$ cat config.mk
export PLATFORM = sky130hd
export DESIGN_NAME = file_magic_type_classifier_flat
export DESIGN_NICKNAME = d
export VERILOG_FILES = /design/src/sv/fmtc_pkg.sv /design/src/sv/fmtc_if.sv /design/src/sv/file_magic_type_classifier.sv /design/src/sv/fmtc_front.sv /design/src/sv/fmtc_queue.sv /design/src/sv/fmtc_back.sv /design/src/flat_wrapper.sv
export SDC_FILE = /design/constraint.sdc
export NUM_CORES = 1
export LEC_CHECK = 0
export ABC_AREA = 1
export BUFFER_PORTS_ARGS = -buffer_cell sky130_fd_sc_hd__buf_2
export CAP_MARGIN = 20
export CORE_MARGIN = 3
export CORE_UTILIZATION = 55
export DETAILED_ROUTE_END_ITERATION = 10
export GPL_TIMING_DRIVEN = 0
export PLACE_DENSITY = 0.71
export SLEW_MARGIN = 40
export SYNTH_ARGS = -nofsm -noshare
export SYNTH_HDL_FRONTEND = slang
export SYNTH_SLANG_ARGS = --single-unit
$ cat constraint.sdc
create_clock -name clk -period 14.05 [get_ports clk]
set_clock_uncertainty 0.2 [all_clocks]
set_input_delay 0.7025 -clock clk [delete_from_list [all_inputs] [get_ports clk]]
set_output_delay 0.7025 -clock clk [all_outputs]
set_load 0.03 [all_outputs]
$ cat src/sv/fmtc_pkg.sv
// ----------------------------------------------------------------------------
// fmtc_pkg
// Shared constants and types of the file head type classifier: window size,
// head snapshot layout and the type code list.
// ----------------------------------------------------------------------------
package fmtc_pkg;

  // bytes of the file head kept for matching
  localparam int unsigned WINDOW_BYTES = 12;
  // byte count holds 0..WINDOW_BYTES
  localparam int unsigned CNT_W        = $clog2(WINDOW_BYTES + 1);
  localparam int unsigned CODE_W       = 5;

  // one captured file head, handed from front to back
  typedef struct packed {
    logic [WINDOW_BYTES-1:0][7:0] bytes;
    logic [CNT_W-1:0]             count;
  } head_snap_t;

  // result type codes
  typedef enum logic [CODE_W-1:0] {
    FT_OCTET     = 5'd0,
    FT_JPEG      = 5'd1,
    FT_PNG       = 5'd2,
    FT_GIF       = 5'd3,
    FT_BMP       = 5'd4,
    FT_WEBP      = 5'd5,
    FT_TIFF      = 5'd6,
    FT_HEIC      = 5'd7,
    FT_HEIF      = 5'd8,
    FT_AVIF      = 5'd9,
    FT_QUICKTIME = 5'd10,
    FT_MP4       = 5'd11,
    FT_WEBM      = 5'd12,
    FT_AVI       = 5'd13,
    FT_WAV       = 5'd14,
    FT_FLAC      = 5'd15,
    FT_OGG       = 5'd16,
    FT_MPEG      = 5'd17,
    FT_PDF       = 5'd18,
    FT_ZIP       = 5'd19,
    FT_GZIP      = 5'd20,
    FT_7Z        = 5'd21,
    FT_RAR       = 5'd22
  } ftype_t;

endpackage

$ cat src/sv/fmtc_if.sv
// ----------------------------------------------------------------------------
// fmtc_in_if / fmtc_out_if
// Valid/ready channels of the classifier: one file head byte per word in,
// one type code per word out.
// ----------------------------------------------------------------------------
interface fmtc_in_if;
  logic       valid;
  logic       ready;
  logic [7:0] data_byte;
  logic       byte_present;
  logic       last_item;

  modport source (output valid, output data_byte, output byte_present,
                  output last_item, input ready);
  modport sink   (input valid, input data_byte, input byte_present,
                  input last_item, output ready);
endinterface

interface fmtc_out_if;
  logic       valid;
  logic       ready;
  logic [4:0] type_code;

  modport source (output valid, output type_code, input ready);
  modport sink   (input valid, input type_code, output ready);
endinterface

$ cat src/sv/file_magic_type_classifier.sv
// ----------------------------------------------------------------------------
// file_magic_type_classifier
// Identifies a file type from the magic signature at the head of the file.
// ----------------------------------------------------------------------------
// Usage:
//   in_ch carries one word per cycle: data_byte, byte_present and last_item.
//   Words without byte_present only advance toward last_item. The first
//   twelve present bytes are kept; later ones are dropped.
//   A word with last_item closes the head and yields exactly one type_code
//   word on out_ch; the head is then cleared for the next file.
//   Throughput: one input word per cycle while in_ch.ready is high, including back-to-back heads.
//   The closed head enters a two-entry queue when the last_item word is
//   taken; signature matching loads its type_code into the output register
//   once that register is empty or being taken.
//   Stall: when out_ch is held off, the output register and the queue fill
//   up; in_ch.ready drops only while the queue holds two closed heads.
//   Reset (rst_n low, synchronous) empties the queue and output register
//   and clears the byte count.
// ----------------------------------------------------------------------------
module file_magic_type_classifier
  import fmtc_pkg::*;
(
  input logic         clk,
  input logic         rst_n,
  fmtc_in_if.sink     in_ch,
  fmtc_out_if.source  out_ch
);

  logic       push, q_full, pop, q_valid;
  head_snap_t push_snap, q_snap;

  fmtc_front u_front (
    .clk             (clk),
    .rst_n           (rst_n),
    .in_valid        (in_ch.valid),
    .in_ready        (in_ch.ready),
    .in_data_byte    (in_ch.data_byte),
    .in_byte_present (in_ch.byte_present),
    .in_last_item    (in_ch.last_item),
    .q_full          (q_full),
    .push            (push),
    .push_snap       (push_snap)
  );

  fmtc_queue u_queue (
    .clk       (clk),
    .rst_n     (rst_n),
    .push      (push),
    .push_snap (push_snap),
    .full      (q_full),
    .pop       (pop),
    .q_valid   (q_valid),
    .q_snap    (q_snap)
  );

  fmtc_back u_back (
    .clk           (clk),
    .rst_n         (rst_n),
    .q_valid       (q_valid),
    .q_snap        (q_snap),
    .pop           (pop),
    .out_valid     (out_ch.valid),
    .out_ready     (out_ch.ready),
    .out_type_code (out_ch.type_code)
  );

endmodule

$ cat src/sv/fmtc_front.sv
// ----------------------------------------------------------------------------
// fmtc_front
// Capture side: stores the first WINDOW_BYTES bytes of the head and a
// saturating count; on the last word pushes the finished head to the queue.
// ----------------------------------------------------------------------------
module fmtc_front
  import fmtc_pkg::*;
(
  input  logic       clk,
  input  logic       rst_n,
  input  logic       in_valid,
  output logic       in_ready,
  input  logic [7:0] in_data_byte,
  input  logic       in_byte_present,
  input  logic       in_last_item,
  input  logic       q_full,
  output logic       push,
  output head_snap_t push_snap
);

  logic [WINDOW_BYTES-1:0][7:0] head_r, head_nxt;
  logic [CNT_W-1:0]             count_r, count_nxt;
  logic                         take, store;

  assign in_ready = !q_full;
  assign take     = in_valid && in_ready;
  assign store    = take && in_byte_present && (count_r < CNT_W'(WINDOW_BYTES));

  // lane write: the byte lands at the current count
  always_comb begin
    head_nxt = head_r;
    for (int i = 0; i < WINDOW_BYTES; i++) begin
      if (store && (count_r == CNT_W'(i))) begin
        head_nxt[i] = in_data_byte;
      end
    end
    count_nxt = store ? count_r + CNT_W'(1) : count_r;
  end

  // finished head includes a byte carried on the last word
  assign push            = take && in_last_item;
  assign push_snap.bytes = head_nxt;
  assign push_snap.count = count_nxt;

  // window bytes past the count are never looked at, so they need no reset
  always_ff @(posedge clk) begin
    head_r <= head_nxt;
  end

  always_ff @(posedge clk) begin
    if (!rst_n) begin
      count_r <= '0;
    end else if (push) begin
      count_r <= '0;
    end else begin
      count_r <= count_nxt;
    end
  end

endmodule

$ cat src/sv/fmtc_queue.sv
// ----------------------------------------------------------------------------
// fmtc_queue
// Two-entry queue of finished heads between capture and classification.
// ----------------------------------------------------------------------------
module fmtc_queue
  import fmtc_pkg::*;
(
  input  logic       clk,
  input  logic       rst_n,
  input  logic       push,
  input  head_snap_t push_snap,
  output logic       full,
  input  logic       pop,
  output logic       q_valid,
  output head_snap_t q_snap
);

  head_snap_t mem_r [2];
  logic       wr_ptr_r, rd_ptr_r;
  logic [1:0] fill_r;

  assign full    = (fill_r == 2'd2);
  assign q_valid = (fill_r != 2'd0);
  assign q_snap  = mem_r[rd_ptr_r];

  // storage
  always_ff @(posedge clk) begin
    if (push) begin
      mem_r[wr_ptr_r] <= push_snap;
    end
  end

  // pointers and fill level
  always_ff @(posedge clk) begin
    if (!rst_n) begin
      wr_ptr_r <= 1'b0;
      rd_ptr_r <= 1'b0;
      fill_r   <= 2'd0;
    end else begin
      if (push) begin
        wr_ptr_r <= !wr_ptr_r;
      end
      if (pop) begin
        rd_ptr_r <= !rd_ptr_r;
      end
      case ({push, pop})
        2'b10:   fill_r <= fill_r + 2'd1;
        2'b01:   fill_r <= fill_r - 2'd1;
        default: fill_r <= fill_r;
      endcase
    end
  end

endmodule

$ cat src/sv/fmtc_back.sv
// ----------------------------------------------------------------------------
// fmtc_back
// Classification side: matches a queued head against the signature priority
// list and holds the type code in the output register.
// ----------------------------------------------------------------------------
module fmtc_back
  import fmtc_pkg::*;
(
  input  logic              clk,
  input  logic              rst_n,
  input  logic              q_valid,
  input  head_snap_t        q_snap,
  output logic              pop,
  output logic              out_valid,
  input  logic              out_ready,
  output logic [CODE_W-1:0] out_type_code
);

  logic [WINDOW_BYTES-1:0][7:0] h;
  logic [CNT_W-1:0]             cnt;
  logic                         n2, n3, n4, n5, n6, n8, n12;
  logic                         riff, ftyp, tag_webp, tag_avi, tag_wave;
  logic                         b_heic, b_heif, b_avif, b_qt;
  ftype_t                       code_nxt;
  logic                         out_valid_r;
  logic [CODE_W-1:0]            code_r;

  assign h   = q_snap.bytes;
  assign cnt = q_snap.count;

  // byte presence thresholds
  assign n2  = cnt >= CNT_W'(2);
  assign n3  = cnt >= CNT_W'(3);
  assign n4  = cnt >= CNT_W'(4);
  assign n5  = cnt >= CNT_W'(5);
  assign n6  = cnt >= CNT_W'(6);
  assign n8  = cnt >= CNT_W'(8);
  assign n12 = cnt >= CNT_W'(12);

  // shared pieces: RIFF header, ftyp box, four-byte tag at offset 8
  assign riff     = n4 && h[0] == "R" && h[1] == "I" && h[2] == "F" && h[3] == "F";
  assign ftyp     = n8 && h[4] == "f" && h[5] == "t" && h[6] == "y" && h[7] == "p";
  assign tag_webp = n12 && h[8] == "W" && h[9] == "E" && h[10] == "B" && h[11] == "P";
  assign tag_avi  = n12 && h[8] == "A" && h[9] == "V" && h[10] == "I" && h[11] == " ";
  assign tag_wave = n12 && h[8] == "W" && h[9] == "A" && h[10] == "V" && h[11] == "E";

  // ISO media brands
  assign b_heic = n12 && h[8] == "h" && h[9] == "e" &&
                  ((h[10] == "i" && h[11] == "c") || (h[10] == "i" && h[11] == "x") ||
                   (h[10] == "v" && h[11] == "c") || (h[10] == "i" && h[11] == "m"));
  assign b_heif = n12 && h[8] == "m" && (h[9] == "i" || h[9] == "s") &&
                  h[10] == "f" && h[11] == "1";
  assign b_avif = n12 && h[8] == "a" && h[9] == "v" && h[10] == "i" &&
                  (h[11] == "f" || h[11] == "s");
  assign b_qt   = n12 && h[8] == "q" && h[9] == "t" && h[10] == " " && h[11] == " ";

  // signature priority list
  always_comb begin
    code_nxt = FT_OCTET;
    if (n3 && h[0] == 8'hFF && h[1] == 8'hD8 && h[2] == 8'hFF) begin
      code_nxt = FT_JPEG;
    end else if (n8 && h[0] == 8'h89 && h[1] == "P" && h[2] == "N" && h[3] == "G" &&
                 h[4] == 8'h0D && h[5] == 8'h0A && h[6] == 8'h1A && h[7] == 8'h0A) begin
      code_nxt = FT_PNG;
    end else if (n6 && h[0] == "G" && h[1] == "I" && h[2] == "F" && h[3] == "8" &&
                 (h[4] == "7" || h[4] == "9") && h[5] == "a") begin
      code_nxt = FT_GIF;
    end else if (n2 && h[0] == "B" && h[1] == "M") begin
      code_nxt = FT_BMP;
    end else if (riff && tag_webp) begin
      code_nxt = FT_WEBP;
    end else if (n4 && ((h[0] == "I" && h[1] == "I" && h[2] == "*" && h[3] == 8'h00) ||
                        (h[0] == "M" && h[1] == "M" && h[2] == 8'h00 && h[3] == "*"))) begin
      code_nxt = FT_TIFF;
    end else if (ftyp) begin
      if (b_heic) begin
        code_nxt = FT_HEIC;
      end else if (b_heif) begin
        code_nxt = FT_HEIF;
      end else if (b_avif) begin
        code_nxt = FT_AVIF;
      end else if (b_qt) begin
        code_nxt = FT_QUICKTIME;
      end else begin
        code_nxt = FT_MP4;
      end
    end else if (n4 && h[0] == 8'h1A && h[1] == 8'h45 && h[2] == 8'hDF && h[3] == 8'hA3) begin
      code_nxt = FT_WEBM;
    end else if (riff && tag_avi) begin
      code_nxt = FT_AVI;
    end else if (riff && tag_wave) begin
      code_nxt = FT_WAV;
    end else if (n4 && h[0] == "f" && h[1] == "L" && h[2] == "a" && h[3] == "C") begin
      code_nxt = FT_FLAC;
    end else if (n4 && h[0] == "O" && h[1] == "g" && h[2] == "g" && h[3] == "S") begin
      code_nxt = FT_OGG;
    end else if ((n3 && h[0] == "I" && h[1] == "D" && h[2] == "3") ||
                 (n2 && h[0] == 8'hFF && h[1] == 8'hFB)) begin
      code_nxt = FT_MPEG;
    end else if (n5 && h[0] == "%" && h[1] == "P" && h[2] == "D" && h[3] == "F" &&
                 h[4] == "-") begin
      code_nxt = FT_PDF;
    end else if (n4 && h[0] == "P" && h[1] == "K" && h[2] == 8'h03 && h[3] == 8'h04) begin
      code_nxt = FT_ZIP;
    end else if (n2 && h[0] == 8'h1F && h[1] == 8'h8B) begin
      code_nxt = FT_GZIP;
    end else if (n6 && h[0] == "7" && h[1] == "z" && h[2] == 8'hBC && h[3] == 8'hAF &&
                 h[4] == 8'h27 && h[5] == 8'h1C) begin
      code_nxt = FT_7Z;
    end else if (n6 && h[0] == "R" && h[1] == "a" && h[2] == "r" && h[3] == "!" &&
                 h[4] == 8'h1A && h[5] == 8'h07) begin
      code_nxt = FT_RAR;
    end
  end

  // output register: reload whenever empty or being taken
  assign pop = q_valid && (!out_valid_r || out_ready);

  always_ff @(posedge clk) begin
    if (!rst_n) begin
      out_valid_r <= 1'b0;
    end else if (pop) begin
      out_valid_r <= 1'b1;
    end else if (out_ready) begin
      out_valid_r <= 1'b0;
    end
  end

  always_ff @(posedge clk) begin
    if (pop) begin
      code_r <= code_nxt;
    end
  end

  assign out_valid     = out_valid_r;
  assign out_type_code = code_r;

endmodule

$ cat src/flat_wrapper.sv
// flat-port wrapper written by rule: the top's interface ports become plain ports
module file_magic_type_classifier_flat import fmtc_pkg::*;
  (clk, rst_n, in_ch_valid, in_ch_data_byte, in_ch_byte_present, in_ch_last_item, in_ch_ready, out_ch_valid, out_ch_type_code, out_ch_ready);
  fmtc_in_if in_ch_i ();
  fmtc_out_if out_ch_i ();
  input logic clk;
  input logic rst_n;
  input wire logic [$bits(in_ch_i.valid)-1:0] in_ch_valid;
  input wire logic [$bits(in_ch_i.data_byte)-1:0] in_ch_data_byte;
  input wire logic [$bits(in_ch_i.byte_present)-1:0] in_ch_byte_present;
  input wire logic [$bits(in_ch_i.last_item)-1:0] in_ch_last_item;
  output wire logic [$bits(in_ch_i.ready)-1:0] in_ch_ready;
  output wire logic [$bits(out_ch_i.valid)-1:0] out_ch_valid;
  output wire logic [$bits(out_ch_i.type_code)-1:0] out_ch_type_code;
  input wire logic [$bits(out_ch_i.ready)-1:0] out_ch_ready;
  assign in_ch_i.valid = in_ch_valid;
  assign in_ch_i.data_byte = in_ch_data_byte;
  assign in_ch_i.byte_present = in_ch_byte_present;
  assign in_ch_i.last_item = in_ch_last_item;
  assign in_ch_ready = in_ch_i.ready;
  assign out_ch_valid = out_ch_i.valid;
  assign out_ch_type_code = out_ch_i.type_code;
  assign out_ch_i.ready = out_ch_ready;
  file_magic_type_classifier u_core (.clk(clk), .rst_n(rst_n), .in_ch(in_ch_i), .out_ch(out_ch_i));
endmodule
---- After elaboration in Yosys (flattened, before gate mapping) ----
Memory sizes are Yosys's and may differ from the RTL's. A register that Yosys moved wholly into a read port is not among the register bits.
Index checks and enable logic that the tools add are counted.
cells by class
  $add $sub $neg .......................... 3
  order comparisons ....................... 8
  eq/ne operators ......................... 109
  mux-type cells .......................... 41
  bitwise gates (word level) .............. 1
  reductions and logical operators ........ 146
operators by type and width
  kind                                                                   number
  8-bit by 7-bit equality test with 1-bit output, second input constant  60
  1-bit logical AND                                                      124
  8-bit by 6-bit equality test with 1-bit output, second input constant  14
  8-bit 2-to-1 mux                                                       12
  8-bit equality test, second input constant                             10
  5-bit 2-to-1 mux                                                       12
  8-bit by 5-bit equality test with 1-bit output, second input constant  5
  8-bit by 4-bit equality test with 1-bit output, second input constant  3
  4-bit by 3-bit equality test with 1-bit output, second input constant  4
  4-bit equality test, second input constant                             4
  8-bit by 3-bit equality test with 1-bit output, second input constant  2
  8-bit logical NOT                                                      2
  4-bit by 3-bit >= comparator with 1-bit output, second input constant  3
  1-bit logical OR                                                       9
  3-bit 2-to-1 mux                                                       3
  4-bit by 2-bit equality test with 1-bit output, second input constant  2
  8-bit by 2-bit equality test with 1-bit output, second input constant  1
  4-bit by 2-bit >= comparator with 1-bit output, second input constant  2
  4-bit >= comparator, second input constant                             2
  2-bit 2-to-1 mux                                                       4
  4-bit 2-to-1 mux                                                       2
  1-bit 2-to-1 mux                                                       7
  2-bit nonzero test                                                     3
  6-bit OR reduction                                                     1
  13 further kinds                                                       17
storage, ports and cells
  register bits ........................... 110
  memory bits (writable) .................. 200
  logic and storage cells ................. 329
  memories ................................ 1
memory list
  name                  words  bits a word  rd ports  clocked after Yosys merged registers in  wr ports  RTL line          source
  u_core.u_queue.mem_r  2      100          1         1                                        1         fmtc_queue.sv:18  head_snap_t mem_r [2];

---- Logic depth before layout (Yosys ltp) ----
Gate-level depths: netlist of run 1.
  depth in word-level cells ............... 24
  gate-level depth with buffers ........... 20

---- Modules after synthesis ----
From an unflattened synthesis of run 1, not the netlist that was laid out.
second synthesis, totals
  cell total of the unflattened synthesis .. 1277
  area total of the unflattened synthesis .. 14073.5 um^2
by module, submodules not included
  module      times used  cells an instance  area an instance (um^2)  seq. area each (um^2)
  fmtc_queue  1           346                7945.1                   6105.9
  fmtc_front  1           398                3629.7                   2001.9
  fmtc_back   1           533                2498.6                   170.2

---- Least setup slack after synthesis of run 1 ----
Ideal clock, no wire load.
  kind .................................... input port to flip-flop
  start ................................... input in_ch_valid
  end ..................................... memory u_core.u_queue.mem_r[0][0] (netlist bit), enable pin
  library setup time ...................... 0.560 ns
  arrival ................................. 5.105 ns
  required time ........................... 13.290 ns
  slack ................................... 8.185 ns
  stages on the path ...................... 4
  path through ............................ nand2_1 > inv_1 > nand2_1 > nor2_1
between the ends
  word-level cells in the longest chain between the ends .. 4
RTL lines
  item                                    RTL line           source
  start: declaration                      flat_wrapper.sv:8  input wire logic [$bits(in_ch_i.valid)-1:0] in_ch_valid;
  1-bit logical AND                       fmtc_front.sv:26   assign take = in_valid && in_ready;
  1-bit logical AND                       fmtc_front.sv:41   assign push = take && in_last_item;
  1-bit 2-to-1 mux                        fmtc_queue.sv:28   if (push) begin
  1-bit 2-to-1 mux (not written as such)  fmtc_queue.sv:29   mem_r[wr_ptr_r] <= push_snap;
  end: declaration                        fmtc_queue.sv:18
No other way between the ends.

==> results by group, run 1 <==
STA
  – Slew @ Worst Pin: 0.711 ns
  – Hold Vio Cnt, Final: 0
  – Relative slew slack: 52.4%
  – Max Clk Rate: 310 MHz
  – Setup violations, final: 0
  – Final min period: 3.22 ns
  – Final Max Tran Viols: 0
  – Final Cycle Share: 22.9%
  – Final TNS setup: 0 ns
  – Unrepaired setup endpoints after global routing: no

Global route
  – Global-route wire length before repair: 57,600 µm
  – GRT overflow: 0
  – Initial antenna violation count: 0
  – GRT Util Overall: 29.6%
  – Vias in the first global route: 9,746
  – Largest net degree at the start of global routing: 20

Clock tree
  – CTS Buf Count: 30
  – CTS resizes: 0
  – CTS hold repair buffers: 0
  – CTS tree: done
  – Clock sink total: 311
  – Htree depth: 1
  – Clk_lat worst skew: 0.59 ns
  – Worst-path clk slew: 0.06 ns
  – Clock Path Buffers: 3
  – Post-CTS Setup Bufs: 0
  – Root buffer cell: clkbuf_16

Synthesis
  – Gate Count Post-Synth: 1,439
  – Async S/R FF share, synth: 0%
  – Number of synthesized flops with an enable pin: 205
  – Synth Area per Inst: 9.30 µm²
  – Most frequent cells after synthesis: 362 x nand2_1, 228 x nor2_1, 205 x edfxtp_1
  – Area contributors post-synth: edfxtp_1 46%, dfxtp_1 16%, nand2_1 10%
  – Sequential area share after synthesis: 61.8%
  – Synthesized area: 13,400 µm²
  – Yosys warnings: 0
  – Mapped Nets: 1,458
  – Post-synth top area cell: edfxtp_1
  – Synth top area share: 46.0%
  – Top-count cell post-synth: nand2_1
  – Ys flop type: edfxtp_1
  – Netlist cell types: 44
  – Synth Register Bits: 311

Setup path
  – Crit path kind: reg2reg
  – Startpoint types: register
  – Required @ worst endpoint: 14.17 ns
  – Critical path's top delay family: simple AND/OR/NAND/NOR gates
  – CP max stage cell: o21ai_0
  – Worst-path fanout max: 10
  – CP most frequent cell: nand2_1
  – Crit path largest cell delay: 0.50 ns
  – Worst setup EP type: register
  – Worst path buffer plus inverter count: 4
  – CP Cell Sequence: inv_1 > nand2_1 > nand2_1 > inv_1 > nand2_1 > a21oi_2 > nand2_1 > nor2_1 > inv_1 > clkbuf_1 > o21ai_0
  – Critical Path AT: 3.34 ns

Pwr
  – Pleak: 6.05 nW
  – PD cells: 182 nW/µm²
  – Final Total Pwr: 2.76 mW
  – Max VDD drop: 0.000134 V

Floorplanning
  – Core area: 23,700 µm²
  – Die ar.: 26,200 µm²
  – Row cnt: 56
  – I/O pin count: 21
  – Die H: 162 µm
  – Initial Utilization: 56.5%
  – Die W: 162 µm

Status
  – Status: finished, final reports clean

Detailed routing
  – Number of routed nets with antenna violations: 0
  – Wire per inst: 21.1 µm
  – Initial DRC count: 1,075
  – Vias: 10,100
  – Total Routed Length: 38,900 µm
  – Via-per-instance ratio: 5.49
  – Residual DRC: 0
  – Drt first pass iters: 5

Layout
  – # diodes: 0
  – Layout cell share with drive strength beyond 1: 10.8%
  – Nets@finish: 1,522
  – Syn-to-layout area delta: 12.9%

Job
  – Max Cap Viol: 0

Placed design
  – GPL Wtd Cong: 0.992
  – Post-detail-place hpwl: 27,500 µm
  – Port bufs: 20

Min path
  – Worst min path class: in2reg
-- power breakdown --
part	leakage, nW	total [mW]	internal, mW	switching, mW
Sequential	2.80	1.12	1.10	0.0270
Clock	0.453	0.776	0.437	0.338
Combinational	2.80	0.858	0.229	0.629
-- logic make-up (layout without fill, tap and decap cells) --
logic type	after synthesis	after routing	share of synthesized area (%)
and+or+nand+nor	757	757	24.0
muxes	1	1	0.0748
DFF	311	311	61.8
buffers and inverters	190	278	6.58
adders and majority gates	5	5	0.467
AOI/OAI and AO/OA	175	175	7.07
-- metrics by stage --
step | setup slack, ns | util [%] | hold WS, ns | std cells | instance area (µm²)
floorplan | 8.18 | - | 0.225 | 1439 | 13400
global placement | 5.14 | 58.6 | 0.241 | 1778 | 13900
detailed placement | 10.62 | 59.8 | 0.244 | 1790 | 14200
CTS | 10.88 | 63.8 | 0.232 | 1846 | 15100
global route | 10.65 | 63.8 | 0.236 | 1846 | 15100
finish | 10.83 | 63.8 | 0.243 | 1846 | 15100
-- path summary, 6_finish.rpt --
| path | start | end | slack (ns) | cells after the start |
|---|---|---|---|---|
| worst max register to register | u_core.u_queue.fill_r[0] | u_core.u_queue.mem_r[0][63] | 10.83 | 11 |
| worst max-delay path | u_core.u_queue.fill_r[0] | u_core.u_queue.mem_r[0][63] | 10.83 | 11 |
| worst min-delay path | rst_n | u_core.u_back.out_valid | 0.24 | 2 |
| worst min register to register | u_core.u_queue.rd_ptr_r | register | 0.25 | 1 |
-- layout make-up --
| cell class | count | area, µm² |
|---|---|---|
| buffer | 43 | 332 |
| clock inverter | 7 | 85.1 |
| multi-input combinational | 938 | 4250 |
| tap | 319 | 399 |
| inverter | 147 | 559 |
| fill | 1983 | 8560 |
| sequential | 311 | 8280 |
| clock buffer | 49 | 862 |
| timing repair buffer | 32 | 355 |
-- state kept, by name, summed over array words and instances (netlist names), named ones only --
register / flops
u_core.u_front.count_r: 4
u_core.u_front.head_r: 96
u_core.u_queue.mem_r: 200
u_core.u_back.out_valid: 1
u_core.u_back.out_type_code: 5
u_core.u_queue.rd_ptr_r: 1
u_core.u_queue.wr_ptr_r: 1
u_core.u_queue.fill_r: 2
-- layout by cell type, fill, tap and decap left out, types with 4 or more instances in the layout --
cell       count
nor2_4         5
buf_2         23
ha_1           5
nand4_1       28
edfxtp_1     205
nand2_2       17
nand3b_1       6
a21oi_1       99
o21ai_1       20
nand2_1      362
buf_6         14
nor2_2         6
clkbuf_16     30
buf_8          6
inv_1        135
nor2_1       226
buf_4          5
o21ai_2        9
o21ai_0       35
buf_16         6
inv_2         11
clkbuf_2       8
nand3_1       59
nor4_1         9
clkbuf_1      26
nor3_1        23
a21oi_2        4
dfxtp_1      106
clkbuf_8       4
-- per-layer routing --
metal	GRT usage (%)	part of all wire (%)	up-vias
met4	9.03	3.2	0
met2	48.6	47	355
met5	0	0	-
li1	-	-	4872
met1	41.4	43	4826
met3	4.03	6.7	77
No activity file was read; power rests on OpenSTA's default activity.
==> inputs of run 2 (changes only) <==
- PLACE_DENSITY: 0.71 -> 0.74
- clock period: 14.05 -> 2.6 ns (I/O delays scaled with it)
==> run 2 against run 1 <==
Compared with the run above:
- the run now ends with setup timing left
- largest cell class unchanged
- via count is 5.9% higher
- die area stayed put
- fmax is 18% higher
- flip-flop and latch count stayed put
- utilization is 6.5 points higher
- wire length is 7.9% higher
- cell count is 2.9% higher
- clock-buffer cell count is 5 lower
- sequential power grew to 5.4 times the previous value
- combinational power grew to 7.3 times the previous value
==> results by group, run 2 (same netlist as run 1, synthesis figures left out) <==
Status
  – Status: finished, violations left
  – Failing checks: setup timing

Floorplanning
  – I/O pin count: 21
  – Row cnt: 56
  – Die W: 162 µm
  – Die ar.: 26,200 µm²
  – Core area: 23,700 µm²
  – Die H: 162 µm
  – Initial Utilization: 56.5%

Global route
  – GRT Util Overall: 30.4%
  – Grt met2 use: 50.7%
  – Initial antenna violation count: 0
  – GRT overflow: 0
  – Met1 usage: 39.9%
  – Vias in the first global route: 10,100
  – Global-route wire length before repair: 59,200 µm
  – GR peak layer: met2
  – M3 GR Usage: 5.15%
  – Largest net degree at the start of global routing: 20

Layout
  – Most frequent cells in the layout: 324 x nand2_1, 205 x edfxtp_1, 175 x nor2_1
  – Largest register FFs: 200
  – Non-filler cells, final: 1,899
  – Final Cell Area: 16,700 µm²
  – Layout cell share with drive strength beyond 1: 23.1%
  – # diodes: 0
  – Most flops, register: u_core.u_queue.mem_r
  – Most common cell after layout, fill and taps aside: nand2_1
  – Core Util, Final: 70.3%
  – Nets@finish: 1,574
  – Syn-to-layout area delta: 24.4%
  – Fillers: 1,787

Clock tree
  – Htree depth: 1
  – CTS tree: done
  – Clock sink total: 311
  – Root buffer cell: clkbuf_16
  – CTS Buf Count: 31
  – Clk_lat worst skew: 0.59 ns
  – Worst-path clk slew: 0.06 ns
  – Clock Path Buffers: 3

Pwr
  – PD cells: 1010 nW/µm²
  – Pleak: 6.59 nW
  – Max VDD drop: 0.000686 V

Min path
  – Worst hold path depth: 4
  – Beginning of the worst hold path: rst_n
  – Hold Path Sink: u_core.u_queue.fill_r[1]
  – Worst min path class: in2reg

Placed design
  – Place WS: -0.453 ns
  – DP Area: 14,200 µm²
  – Placed cells: 1,790
  – Post-detail-place hpwl: 27,700 µm
  – Port bufs: 20
  – GPL Wtd Cong: 0.986

STA
  – Relative slew slack: 57.0%
  – Final Cycle Share: 105%
  – Final Max Tran Viols: 0
  – Max Clk Rate: 366 MHz
  – Setup WS post-layout: -0.136 ns
  – Setup violations, final: 5
  – Slew @ Worst Pin: 0.646 ns
  – Hold Vio Cnt, Final: 0
  – Unrepaired setup endpoints after global routing: yes
  – Final min period: 2.74 ns
  – Final TNS setup: -0.562 ns

Detailed routing
  – Wire per inst: 22.1 µm
  – Residual DRC: 0
  – Initial DRC count: 1,126
  – Total Routed Length: 42,000 µm
  – Number of routed nets with antenna violations: 0
  – Drt first pass iters: 9
  – Via-per-instance ratio: 5.65
  – Vias: 10,700

Setup path
  – CP Cell Sequence: buf_12 > inv_8 > clkbuf_16 > clkbuf_16 > nand2_1 > nand2_1 > inv_1 > nand4_1 > nor3_1 > nand4_1 > and2_4 > nand4_1 > nor2_2
  – Worst-path fanout max: 7
  – Crit path kind: reg2reg
  – Required @ worst endpoint: 2.75 ns
  – Crit path largest cell delay: 0.34 ns
  – Reg2Reg Setup Slack: -0.14 ns
  – CP max stage cell: dfxtp_2
  – Worst setup EP type: register
  – RR Endpoint: u_core.u_back.out_type_code[3]
  – CP most frequent cell: nand4_1
  – Reg2Reg Depth: 13
  – Critical Path AT: 2.88 ns
  – Startpoint types: register

Job
  – Max Cap Viol: 0
[run 2: changes by cell type in the layout (fill, tap and decap cells not counted), sizes merged]
cell | before | now
dlygate4sd3 | 0 | 15
clkinv | 5 | 10
clkinvlp | 1 | 2
clkbuf | 68 | 69
bufinv | 1 | 2
buf | 56 | 85
inv | 147 | 148
[run 2: per-layer routing]
layer / vias to the layer above / share of wire, %
met3: 113 / 8.0
met4: 0 / 5.2
li1: 4984 / -
met2: 513 / 48
met5: - / 0
met1: 5122 / 39
[run 2: final cells by class]
class	instances	area (µm²)	share of cell area [%]
Tap cell	319	399	2.40
Timing Repair Buffer	83	916	5.50
Multi-Input combinational cell	938	4960	29.8
Timing Repair inverter	1	11.3	0.0676
Clock buffer	44	885	5.31
Buffer	42	494	2.97
Clock inverter	14	133	0.796
Inverter	147	574	3.45
Sequential cell	311	8280	49.7
[run 2: worst max path at each step]
| stage | start | to | slack [ns] | cells after the start |
|---|---|---|---|---|
| 2_1_floorplan | u_core.u_queue.fill_r[0] | u_core.u_queue.mem_r[0][0] | -0.20 | 6 |
| 3_3_place_gp | u_core.u_queue.fill_r[0] | u_core.u_queue.mem_r[1][55] | -1.19 | 6 |
| 3_5_place_dp | u_core.u_queue.fill_r[0] | u_core.u_queue.mem_r[0][64] | -0.45 | 11 |
| 4_1_cts | register | u_core.u_back.out_type_code[0] | -0.09 | 17 |
| 5_1_grt | register | u_core.u_back.out_type_code[3] | -0.23 | 15 |
| 6_report | register | u_core.u_back.out_type_code[3] | -0.14 | 13 |
[run 2: through the flow]
| stage | hold slack [ns] | total power, mW |
|---|---|---|
| 6_report | 0.213 | 16.8 |
| 5_1_grt | 0.245 | 17.4 |
| 4_1_cts | 0.197 | 15.5 |
| 3_5_place_dp | 0.224 | 10.7 |
| 3_3_place_gp | 0.218 | 10.6 |
| 2_1_floorplan | 0.0478 | 9.13 |
[run 2: worst max-delay path, delay by kind of cell (launching register included)]
family | cells | cell delay (ns)
and+or+nand+nor | 8 | 1.21
DFF | 1 | 0.34
buffers and inverters | 5 | 0.73
[run 2: where the power goes]
group | total, mW | internal [mW] | switching [mW]
logic | 6.24 | 2.10 | 4.14
clock network | 4.46 | 2.56 | 1.90
registers | 6.10 | 5.94 | 0.159
total | 16.8 | 10.6 | 6.20
[run 2: what timing repair did]
action                     4_1_cts  5_1_grt
hold endpoints to repair        79        0
pin swaps                        2       51
resized for setup               90      164
hold buffers                    15        0
setup buffers                    5       23
cloned                           0        9
setup endpoints to repair      112      176
